**src/hw/rtl/npsch_pkg.sv**
```systemverilog
// shared types and constants for the non-preemptive priority scheduler
// used by npsch_cell and the nonpreemptive_priority_scheduler top level
`default_nettype none

package npsch_pkg;

    localparam int PRIO_W       = 8;   // priority field width
    localparam int SLOT_FIELD_W = 3;   // slot field width on the stream ports
    localparam int IDX_W        = 6;   // slot index carried down the cell row (up to 64 slots)

    // best candidate so far, handed from cell to cell
    typedef struct packed {
        logic              found;
        logic [PRIO_W-1:0] prio;
        logic [IDX_W-1:0]  idx;
    } cand_t;

    // per-slot status seen by the controller
    typedef struct packed {
        logic loaded;
        logic ready;    // arrived, loaded, work left
        logic done;     // loaded, no work left
        logic rem_one;  // exactly one unit left
    } cell_stat_t;

    typedef enum logic [2:0] {
        ST_IDLE,
        ST_SWEEP,
        ST_PICK,
        ST_CALC,
        ST_EMIT
    } state_t;

endpackage : npsch_pkg

`default_nettype wire

```
**src/hw/rtl/nonpreemptive_priority_scheduler.sv**
```systemverilog
// top level of the non-preemptive priority scheduler: stream ports, controller,
// time counter, result calculation and output register
// depends on npsch_pkg and npsch_cell
//
// usage:
//   the input stream carries one item per transfer; s_tuser is the op flag
//   (0 load a job slot, 1 advance one time unit). a load writes one slot cell
//   and gives no result; a load to a slot of SLOTS or above is dropped.
//   a tick gives exactly one result transfer on the m_ side.
// processing:
//   a load is written to its slot cell as it is taken and does not leave the
//   idle state. for a tick the best-candidate value ripples through the row of
//   SLOTS slot cells one cell per cycle, then pick, turnaround and wait stages
//   follow before its result is registered. one item is in work at a time;
//   after a tick the next transfer is taken once its result has gone into the free output register.
// reset (aresetn low, synchronous): time counter back to 1, processor free,
//   all slots unloaded, output register empty. slot contents are not cleared.
// stall: the output register holds one result; a load is still taken while
//   it waits, and a tick finishes its work but holds before updating state
//   until the previous result has been taken.
`default_nettype none

module nonpreemptive_priority_scheduler #(
    parameter int SLOTS     = 8,
    parameter int TIME_BITS = 16
) (
    input  wire logic aclk,
    input  wire logic aresetn,

    input  wire logic s_tvalid,
    output logic      s_tready,
    // slot, arrival, burst, priority_req (low bit up), zero padded
    input  wire logic [((npsch_pkg::SLOT_FIELD_W + 2*TIME_BITS + npsch_pkg::PRIO_W + 7)/8)*8-1:0]
                      s_tdata,
    // op
    input  wire logic s_tuser,

    output logic      m_tvalid,
    input  wire logic m_tready,
    // time_unit, cpu_idle, running_slot, waiting_mask, done_mask, job_finished,
    // finish_time, turnaround, wait_time, all_done (low bit up), zero padded
    output logic [((4*TIME_BITS + 2*SLOTS + npsch_pkg::SLOT_FIELD_W + 3 + 7)/8)*8-1:0]
                      m_tdata
);
    import npsch_pkg::*;

    localparam int SLOT_W   = $clog2(SLOTS);
    localparam int M_RAW_W  = 4*TIME_BITS + 2*SLOTS + SLOT_FIELD_W + 3;
    localparam int M_DATA_W = ((M_RAW_W + 7)/8)*8;
    localparam int OFS_ARR  = SLOT_FIELD_W;
    localparam int OFS_BUR  = OFS_ARR + TIME_BITS;
    localparam int OFS_PRI  = OFS_BUR + TIME_BITS;
    localparam logic [TIME_BITS-1:0] TIME_MAX = '1;

    // input fields
    logic                    in_op;
    logic [SLOT_FIELD_W-1:0] in_slot;
    logic [TIME_BITS-1:0]    in_arrival;
    logic [TIME_BITS-1:0]    in_burst;
    logic [PRIO_W-1:0]       in_prio;

    assign in_op      = s_tuser;
    assign in_slot    = s_tdata[SLOT_FIELD_W-1:0];
    assign in_arrival = s_tdata[OFS_ARR +: TIME_BITS];
    assign in_burst   = s_tdata[OFS_BUR +: TIME_BITS];
    assign in_prio    = s_tdata[OFS_PRI +: PRIO_W];

    state_t               state_reg, state_next;
    logic [SLOT_W-1:0]    cnt_reg, cnt_next;
    logic [TIME_BITS-1:0] time_reg, time_next;
    logic                 busy_reg, busy_next;
    logic [SLOT_W-1:0]    cur_reg, cur_next;
    logic                 eff_busy_reg, eff_busy_next;
    logic [SLOT_W-1:0]    eff_cur_reg, eff_cur_next;
    logic                 fin_reg, fin_next;
    logic [TIME_BITS-1:0] fin_t_reg, fin_t_next;
    logic [TIME_BITS-1:0] arr_sel_reg, arr_sel_next;
    logic [TIME_BITS-1:0] bur_sel_reg, bur_sel_next;
    logic [TIME_BITS-1:0] tat_reg, tat_next;
    logic                 m_tvalid_reg, m_tvalid_next;
    logic [M_DATA_W-1:0]  m_tdata_reg, m_tdata_next;

    logic in_xfer, load_acc, tick_acc, commit;
    logic [SLOTS-1:0] wr_en, dec_en;
    logic [SLOTS-1:0] waiting_mask, done_before, done_after, loaded_vec;
    logic             all_done;
    logic [TIME_BITS-1:0] wait_val;

    cand_t                cand_chain [SLOTS+1];
    cell_stat_t           stat       [SLOTS];
    logic [TIME_BITS-1:0] arrival_q  [SLOTS];
    logic [TIME_BITS-1:0] burst_q    [SLOTS];

    assign cand_chain[0] = '0;

    for (genvar i = 0; i < SLOTS; i++) begin : g_cell
        if (i < (1 << SLOT_FIELD_W)) begin : g_wr
            assign wr_en[i] = load_acc && (in_slot == SLOT_FIELD_W'(i));
        end else begin : g_nowr
            assign wr_en[i] = 1'b0;
        end

        assign dec_en[i] = commit && eff_busy_reg && (eff_cur_reg == SLOT_W'(i));

        npsch_cell #(
            .IDX       (i),
            .TIME_BITS (TIME_BITS)
        ) u_cell (
            .aclk       (aclk),
            .aresetn    (aresetn),
            .wr_en      (wr_en[i]),
            .wr_arrival (in_arrival),
            .wr_burst   (in_burst),
            .wr_prio    (in_prio),
            .dec_en     (dec_en[i]),
            .time_now   (time_reg),
            .cand_in    (cand_chain[i]),
            .cand_out   (cand_chain[i+1]),
            .stat       (stat[i]),
            .arrival_q  (arrival_q[i]),
            .burst_q    (burst_q[i])
        );

        assign loaded_vec[i]   = stat[i].loaded;
        assign done_before[i]  = stat[i].done;
        assign done_after[i]   = stat[i].done || (dec_en[i] && stat[i].rem_one);
        assign waiting_mask[i] = stat[i].ready &&
                                 !(eff_busy_reg && (eff_cur_reg == SLOT_W'(i)));
    end

    assign in_xfer  = s_tvalid && s_tready;
    assign load_acc = in_xfer && !in_op;
    assign tick_acc = in_xfer && in_op;
    assign all_done = (loaded_vec != '0) && ((loaded_vec & ~done_after) == '0);

    // next state
    always_comb begin
        state_next = state_reg;
        unique case (state_reg)
            ST_IDLE:  if (tick_acc) state_next = ST_SWEEP;
            ST_SWEEP: if (cnt_reg == SLOT_W'(SLOTS-1)) state_next = ST_PICK;
            ST_PICK:  state_next = ST_CALC;
            ST_CALC:  state_next = ST_EMIT;
            ST_EMIT:  if (commit) state_next = ST_IDLE;
            default:  state_next = ST_IDLE;
        endcase
    end

    // state outputs
    always_comb begin
        s_tready = 1'b0;
        commit   = 1'b0;
        unique case (state_reg)
            ST_IDLE:  s_tready = 1'b1;
            ST_EMIT:  commit   = !m_tvalid_reg || m_tready;
            ST_SWEEP, ST_PICK, ST_CALC: ;
            default:  ;
        endcase
    end

    // datapath
    always_comb begin
        cnt_next      = (state_reg == ST_SWEEP) ? cnt_reg + SLOT_W'(1) : '0;
        time_next     = time_reg;
        busy_next     = busy_reg;
        cur_next      = cur_reg;
        eff_busy_next = eff_busy_reg;
        eff_cur_next  = eff_cur_reg;
        fin_next      = fin_reg;
        fin_t_next    = fin_t_reg;
        arr_sel_next  = arr_sel_reg;
        bur_sel_next  = bur_sel_reg;
        tat_next      = tat_reg;
        m_tvalid_next = m_tready ? 1'b0 : m_tvalid_reg;
        m_tdata_next  = m_tdata_reg;
        wait_val      = (tat_reg > bur_sel_reg) ? tat_reg - bur_sel_reg : '0;

        // reloading the running slot frees the processor
        if (load_acc && busy_reg && wr_en[cur_reg]) begin
            busy_next = 1'b0;
        end

        if (state_reg == ST_PICK) begin
            if (busy_reg) begin
                eff_busy_next = 1'b1;
                eff_cur_next  = cur_reg;
            end else begin
                eff_busy_next = cand_chain[SLOTS].found;
                eff_cur_next  = cand_chain[SLOTS].idx[SLOT_W-1:0];
            end
            fin_next     = eff_busy_next && stat[eff_cur_next].rem_one;
            fin_t_next   = (time_reg == TIME_MAX) ? TIME_MAX : time_reg + TIME_BITS'(1);
            arr_sel_next = arrival_q[eff_cur_next];
            bur_sel_next = burst_q[eff_cur_next];
        end

        if (state_reg == ST_CALC) begin
            tat_next = (fin_t_reg > arr_sel_reg) ? fin_t_reg - arr_sel_reg : '0;
        end

        if (commit) begin
            busy_next     = eff_busy_reg && !fin_reg;
            cur_next      = eff_cur_reg;
            time_next     = (time_reg == TIME_MAX) ? TIME_MAX : time_reg + TIME_BITS'(1);
            m_tvalid_next = 1'b1;
            m_tdata_next  = M_DATA_W'({
                all_done,
                fin_reg ? wait_val  : {TIME_BITS{1'b0}},
                fin_reg ? tat_reg   : {TIME_BITS{1'b0}},
                fin_reg ? fin_t_reg : {TIME_BITS{1'b0}},
                fin_reg,
                done_before,
                waiting_mask,
                eff_busy_reg ? SLOT_FIELD_W'(eff_cur_reg) : {SLOT_FIELD_W{1'b0}},
                !eff_busy_reg,
                time_reg
            });
        end
    end

    always_ff @(posedge aclk) begin
        if (!aresetn) begin
            state_reg    <= ST_IDLE;
            cnt_reg      <= '0;
            time_reg     <= TIME_BITS'(1);
            busy_reg     <= 1'b0;
            cur_reg      <= '0;
            m_tvalid_reg <= 1'b0;
        end else begin
            state_reg    <= state_next;
            cnt_reg      <= cnt_next;
            time_reg     <= time_next;
            busy_reg     <= busy_next;
            cur_reg      <= cur_next;
            m_tvalid_reg <= m_tvalid_next;
        end
    end

    always_ff @(posedge aclk) begin
        eff_busy_reg <= eff_busy_next;
        eff_cur_reg  <= eff_cur_next;
        fin_reg      <= fin_next;
        fin_t_reg    <= fin_t_next;
        arr_sel_reg  <= arr_sel_next;
        bur_sel_reg  <= bur_sel_next;
        tat_reg      <= tat_next;
        m_tdata_reg  <= m_tdata_next;
    end

    assign m_tvalid = m_tvalid_reg;
    assign m_tdata  = m_tdata_reg;

endmodule : nonpreemptive_priority_scheduler

`default_nettype wire

```
**src/hw/rtl/npsch_cell.sv**
```systemverilog
// one job slot: holds arrival, burst, remaining work and priority,
// and merges itself into the best-candidate value passed along the row
// depends on npsch_pkg
`default_nettype none

module npsch_cell #(
    parameter int IDX       = 0,
    parameter int TIME_BITS = 16
) (
    input  wire logic                          aclk,
    input  wire logic                          aresetn,
    input  wire logic                          wr_en,
    input  wire logic [TIME_BITS-1:0]          wr_arrival,
    input  wire logic [TIME_BITS-1:0]          wr_burst,
    input  wire logic [npsch_pkg::PRIO_W-1:0]  wr_prio,
    input  wire logic                          dec_en,
    input  wire logic [TIME_BITS-1:0]          time_now,
    input  wire npsch_pkg::cand_t              cand_in,
    output npsch_pkg::cand_t                   cand_out,
    output npsch_pkg::cell_stat_t              stat,
    output logic [TIME_BITS-1:0]               arrival_q,
    output logic [TIME_BITS-1:0]               burst_q
);
    import npsch_pkg::*;

    logic                 loaded_reg;
    logic [TIME_BITS-1:0] arrival_reg;
    logic [TIME_BITS-1:0] burst_reg;
    logic [TIME_BITS-1:0] rem_reg;
    logic [PRIO_W-1:0]    prio_reg;
    cand_t                cand_reg;
    cand_t                cand_next;
    logic                 own_ready;

    always_ff @(posedge aclk) begin
        if (!aresetn) begin
            loaded_reg <= 1'b0;
        end else if (wr_en) begin
            loaded_reg <= 1'b1;
        end
    end

    always_ff @(posedge aclk) begin
        if (wr_en) begin
            arrival_reg <= wr_arrival;
            burst_reg   <= wr_burst;
            rem_reg     <= wr_burst;
            prio_reg    <= wr_prio;
        end else if (dec_en) begin
            rem_reg <= rem_reg - TIME_BITS'(1);
        end
    end

    always_comb begin
        own_ready = loaded_reg && (arrival_reg <= time_now) && (rem_reg != '0);
    end

    // strict compare keeps the lower slot on a tie
    always_comb begin
        if (own_ready && (!cand_in.found || (prio_reg < cand_in.prio))) begin
            cand_next.found = 1'b1;
            cand_next.prio  = prio_reg;
            cand_next.idx   = IDX_W'(IDX);
        end else begin
            cand_next = cand_in;
        end
    end

    always_ff @(posedge aclk) begin
        cand_reg <= cand_next;
    end

    assign cand_out     = cand_reg;
    assign stat.loaded  = loaded_reg;
    assign stat.ready   = own_ready;
    assign stat.done    = loaded_reg && (rem_reg == '0);
    assign stat.rem_one = (rem_reg == TIME_BITS'(1));
    assign arrival_q    = arrival_reg;
    assign burst_q      = burst_reg;

endmodule : npsch_cell

`default_nettype wire
```
**config.mk**
```make
export PLATFORM = sky130hd
export DESIGN_NAME = nonpreemptive_priority_scheduler
export DESIGN_NICKNAME = d
export VERILOG_FILES = /design/src/hw/rtl/npsch_pkg.sv /design/src/hw/rtl/nonpreemptive_priority_scheduler.sv /design/src/hw/rtl/npsch_cell.sv
export SDC_FILE = /design/constraint.sdc
export NUM_CORES = 1
export LEC_CHECK = 0
export BUFFER_PORTS_ARGS = -buffer_cell sky130_fd_sc_hd__clkbuf_2
export CAP_MARGIN = 20
export CORE_MARGIN = 5
export CORE_UTILIZATION = 56
export CTS_CLUSTER_DIAMETER = 30
export DETAILED_ROUTE_END_ITERATION = 8
export PLACE_DENSITY = 0.76
export SETUP_SLACK_MARGIN = 0.05
export SKIP_LAST_GASP = 1
export SYNTH_ARGS = -nofsm -noshare
export SYNTH_HDL_FRONTEND = slang
export SYNTH_SLANG_ARGS = --single-unit
```
**constraint.sdc**
```tcl
create_clock -name aclk -period 5.3 [get_ports aclk]
set_clock_uncertainty 0.15 [all_clocks]
set_input_delay 0.265 -clock aclk [delete_from_list [all_inputs] [get_ports aclk]]
set_output_delay 0.265 -clock aclk [all_outputs]
set_load 0.01 [all_outputs]
```
# After elaboration in Yosys (flattened, before gate mapping)
# Index checks and enable logic that the tools add are counted.
# W data, S select, Z words.
# op_classes
n_reduce_logical	149
eq_ne	31
add_sub_neg	12
bitwise	3
mux	49
order_cmp	19
# op_table
op	count
$mux W16	21
$eq A16 B1 Y1 const B	8
$le A16 B16 Y1	8
$logic_not A16 Y1	8
$reduce_bool A16 Y1	8
$sub A16 B1 Y16 const B	8
$bmux W16 S3	2
$mux W14	6
$logic_and A1 B1 Y1	80
$lt A8 B8 Y1	7
$gt A16 B16 Y1	2
$sub A16 B16 Y16	2
$eq A3 B3 Y1 const B	10
$reduce_bool A2 Y1	10
$logic_not A1 Y1	19
$eq A3 B2 Y1 const B	6
$add A16 B1 Y16 const B	1
$eq A16 B16 Y1 const B	1
$logic_or A1 B1 Y1	16
$mux W15	1
$mux W3	5
$pmux W3 S5	1
$bmux W4 S3	1
$mux W1	11
14 further kinds	21
# totals
inputBits	53
reg_bits	744

# Longest topological paths before layout
# logic_depth
ltp_word	11
ltp_mapped	12
depth_no_buf	11

# Modules after synthesis
# A second synthesis with hierarchy kept.
# hier_totals
hier_cells	3312
area_unflattened_um2	36894.1
# by_module_without_submodules
module	cells_per_inst	area_each_um2	seq_area_each_um2	n_inst
nonpreemptive_priority_scheduler	1256	10915.5	5195.0	1
npsch_cell (g_cell[1].u_cell ...)	258	3279.4	2001.9	3
npsch_cell (g_cell[4].u_cell ...)	256	3216.8	2001.9	3
npsch_cell (g_cell[0].u_cell)	258	3258.1	2001.9	1
npsch_cell (g_cell[7].u_cell)	256	3231.8	2001.9	1

# Worst setup path after synthesis
# Ideal clock, no wire load.
# synth_path
kind	reg-to-reg
from	reg state_reg[1]
to	reg arr_sel_reg[0], enable pin
arrival_ns	4.321
path_stages_with_launch	2
required_time_ns	4.610
n_path_buf	0
slack_ns	0.289
cell_sequence	dfxtp_1 -> nor3b_1
# synth_between
elab_chain_len	1
# synth_lines
item	line	source
from (decl)	nonpreemptive_priority_scheduler.sv:68	state_t state_reg, state_next;
from (signal assigned)	nonpreemptive_priority_scheduler.sv:230	state_reg <= state_next;
$eq A3 B2 Y1	nonpreemptive_priority_scheduler.sv:183	if (state_reg == ST_PICK) begin
to (signal assigned)	nonpreemptive_priority_scheduler.sv:244	arr_sel_reg <= arr_sel_next;
to (decl)	nonpreemptive_priority_scheduler.sv:77	logic [TIME_BITS-1:0] arr_sel_reg, arr_sel_next;
# No other way between the ends.
# A chain may end at the register's enable or synchronous reset.

==> impl_metrics.py <==
metrics = {
    "floorplanning": {
        "core_area_mm2": 0.0614,
        "num_rows": 91,
        "die-width_um": 258,
        "die_y_um": 258,
        "die_area_mm2": 0.0667,
        "initial_utilization_pct": 56.2,
        "pin_count": 143,
    },
    "layout": {
        "fin_area_mm2": 0.0410,
        "final_cell_mix": "603 x edfxtp_1, 507 x nand2_1, 233 x ha_1, 201 x nand3_1, 180 x o21ai_0",
        "seqCellArea_mm2": 0.0204,
        "nets": 3564,
        "final_common_cell": "edfxtp_1",
        "layout-drive-gt1-share_pct": 13.9,
        "areaGrowthSynthToFinish_pct": 18.9,
        "multi_input_area_mm2": 0.0131,
        "fillCellCount": 4375,
        "utilization_pct": 66.9,
    },
    "power": {
        "finalPower_w": 0.0152,
        "p_seq_share_pct": 40.8,
        "power.share.clock_pct": 56.7,
        "p_sw_share_pct": 20.5,
        "p_sw_w": 0.00311,
        "pwr-share-comb_pct": 2.4,
        "vdd_drop_max_v": 0.000307,
        "leakage_nw": 15.5,
        "power.density_mw_per_mm2": 370,
        "p_int_w": 0.0121,
    },
    "worst_setup_path": {
        "cp-end-kind": "flop",
        "cp_data_arrival_time_ps": 4360,
        "critPathKind": "reg -> reg",
        "cp_cell_sequence": "inv_1 > ha_1 > nand2_1 > or3_1 > or3_1 > a21oi_1 > nand3_1 > mux2_2",
        "required_ps": 5720,
        "cpMaxStageDelayCell": "nand3_1",
        "critical_path.max_stage_delay_ps": 580,
        "r2r-start": "time_reg[15]",
        "crit_top_cell": "or3_1",
        "cp-startpoint": "time_reg[15]",
        "crit_path_start_kind": "flop",
        "crit_fanout": 9,
    },
    "yosys": {
        "synth_mux_area_share_pct": 1.69,
        "ys_ff_latch": 719,
        "synth_area_mm2": 0.0345,
        "synth_edf_count": 603,
        "synth_xor_area_share_pct": 3.43,
        "avgSynthCellArea_um2": 11.4,
        "synth-simple-area-share_pct": 15.7,
        "synth_top_family_by_area": "simple AND/OR/NAND/NOR gates",
        "seq_area_frac_synth_pct": 59.2,
        "synth_compound_area_share_pct": 8.46,
        "async_reset_ff_share_pct": 0,
        "yosys-top-cells-area": "edfxtp_1 52%, ha_1 8.4%, dfxtp_1 6.7%",
        "ys_types": 83,
        "synth_top_area_share_pct": 52.5,
        "synth_cells": 3039,
        "yosysWarnings": 0,
        "synth_largest_area_cell": "edfxtp_1",
        "synth_ff_type": "edfxtp_1",
        "synthAdderAreaFrac_pct": 8.56,
    },
    "detailed_routing": {
        "viasPerCell": 6.02,
        "first_pass_iters": 5,
        "remaining_drc_errors": 0,
        "post_drt_wl_per_cell_um": 22.7,
        "drtAntennaViolNets": 0,
        "vias": 25100,
        "routed_wl_um": 94600,
        "drtIter0Drc": 2509,
    },
    "sta": {
        "setup_viol": 0,
        "tns_ps": 0,
        "rsz0062_at_grt": "false",
        "finalMaxSlewViolations": 0,
        "holdWs_ps": 44.9,
        "fin_crit_sh_pct": 74.3,
        "period_minus_slack_ps": 3940,
        "max_clock_freq_mhz": 254,
        "hold_violations": 0,
        "relSlewSlack_pct": 30.1,
        "worstMarginPinSlew_ps": 1050,
    },
    "clock_network": {
        "cts_buffers": 132,
        "ctsHoldBuffers": 38,
        "cts_setup_buffers": 0,
        "cts_htree_levels": 4,
        "cts_root_buf": "clkbuf_16",
        "path_clk_slew_ps": 50,
        "clock_sinks": 719,
        "cts.repair.resized": 0,
        "worstSkewPairLatency_ps": 690,
        "cts_tree": "done",
        "cts_buffer_depth": 3,
    },
    "hold_path": {
        "hold_start": "s_tdata[29]",
        "hold_class": "in -> reg",
    },
    "placement": {
        "portBuffers": 135,
        "place_area_mm2": 0.0361,
        "hpwl_um": 63300,
        "routabilityCongestion": 0.947,
    },
    "grt": {
        "grt_max_degree": 85,
        "grt_use_total_pct": 27.9,
        "overflow": 0,
        "antenna_found_initial": 1,
        "grt_pass1_wl_um": 144000,
        "grt_pass1_vias": 25300,
    },
    "flow_run": {
        "drv_cap": 0,
    },
    "run_status": {
        "status": "finished, final reports clean",
    },
}
==> through the flow <==
stage               setup WS (ps)  instances
global placement             1440       3891
CTS                          1350       4173
floorplan                     289       3040
finish                       1360       4175
global route                 1260       4174
detailed placement           1370       3893
==> cell usage after synthesis, types with 16 or more instances <==
library cell and count:
nor2b_1 26, xnor2_1 98, ha_1 233, nand3_1 201
buf_2 16, edfxtp_1 603, o21ai_0 181, clkbuf_1 68
nand4_1 34, nor4_1 36, a31oi_1 23, nor3_1 64
nor2_1 138, inv_1 151, nand2b_1 21, a21oi_1 108
and3_1 16, xor2_1 37, and2_1 52, dfxtp_1 116
mux2_2 48, a21o_1 42, nand2_1 507
==> worst paths after layout <==
path | endpoint | slack [ps] | cells past startpoint
setup / recovery | g_cell[1].u_cell.cand_out[6] | 1360 | 8
hold reg to reg | g_cell[3].u_cell.cand_out[1] | 260 | 1
hold / removal | g_cell[0].u_cell.burst_q[10] | 40 | 1
setup reg to reg | g_cell[1].u_cell.cand_out[6] | 1360 | 8
==> per-layer routing <==
layer | GRT usage (%) | vias to the layer above | wire (um) | share of wire (%)
li1 | - | 11500 | - | -
met1 | 35.3 | 12100 | 36400 | 39
met2 | 47.2 | 1254 | 46100 | 49
met3 | 5.63 | 255 | 8060 | 8.5
met4 | 12.2 | 2 | 4060 | 4.3
met5 | 0 | - | 8 | 0.0085
==> final cells by class <==
cell class | count | share of cell area, %
multi-input cells | 2056 | 31.9
inverters | 158 | 1.45
clock buffers | 165 | 8.75
repair buffers | 209 | 3.26
clock inverters | 77 | 2.44
flip-flops and latches | 719 | 49.8
well taps | 790 | 2.41
diodes | 1 | 0.00610
==> kinds of logic (layout without fill, tap and decap cells) <==
group	count (synthesis)	in the layout
AND/OR/NAND/NOR	1156	1156
flip-flops	719	719
AO/OA/AOI/OAI	476	476
buffers and inverters	265	609
adder cells (fa/ha/maj)	235	235
XOR/XNOR	135	135
multiplexers	52	52
other	1	3
==> worst max-delay path, delay by kind of cell, from the launching register on <==
family	cells	cell delay [ps]
multiplexers	1	450
AO/OA/AOI/OAI	1	500
AND/OR/NAND/NOR	4	1500
adder cells (fa/ha/maj)	1	470
flip-flops	1	450
buffers and inverters	1	290
==> power by group through the flow <==
stage / sequential (W) / clock, W / combinational, W
final: 0.00620 / 0.00861 / 0.000370
after global routing: 0.00619 / 0.00898 / 0.000399
after CTS: 0.00620 / 0.00867 / 0.000365
after detailed placement: 0.00630 / 0 / 0.000336
after global placement: 0.00630 / 0 / 0.000326
after floorplan: 0.00629 / 0 / 0.000185
No activity file was read; power rests on OpenSTA's default activity.
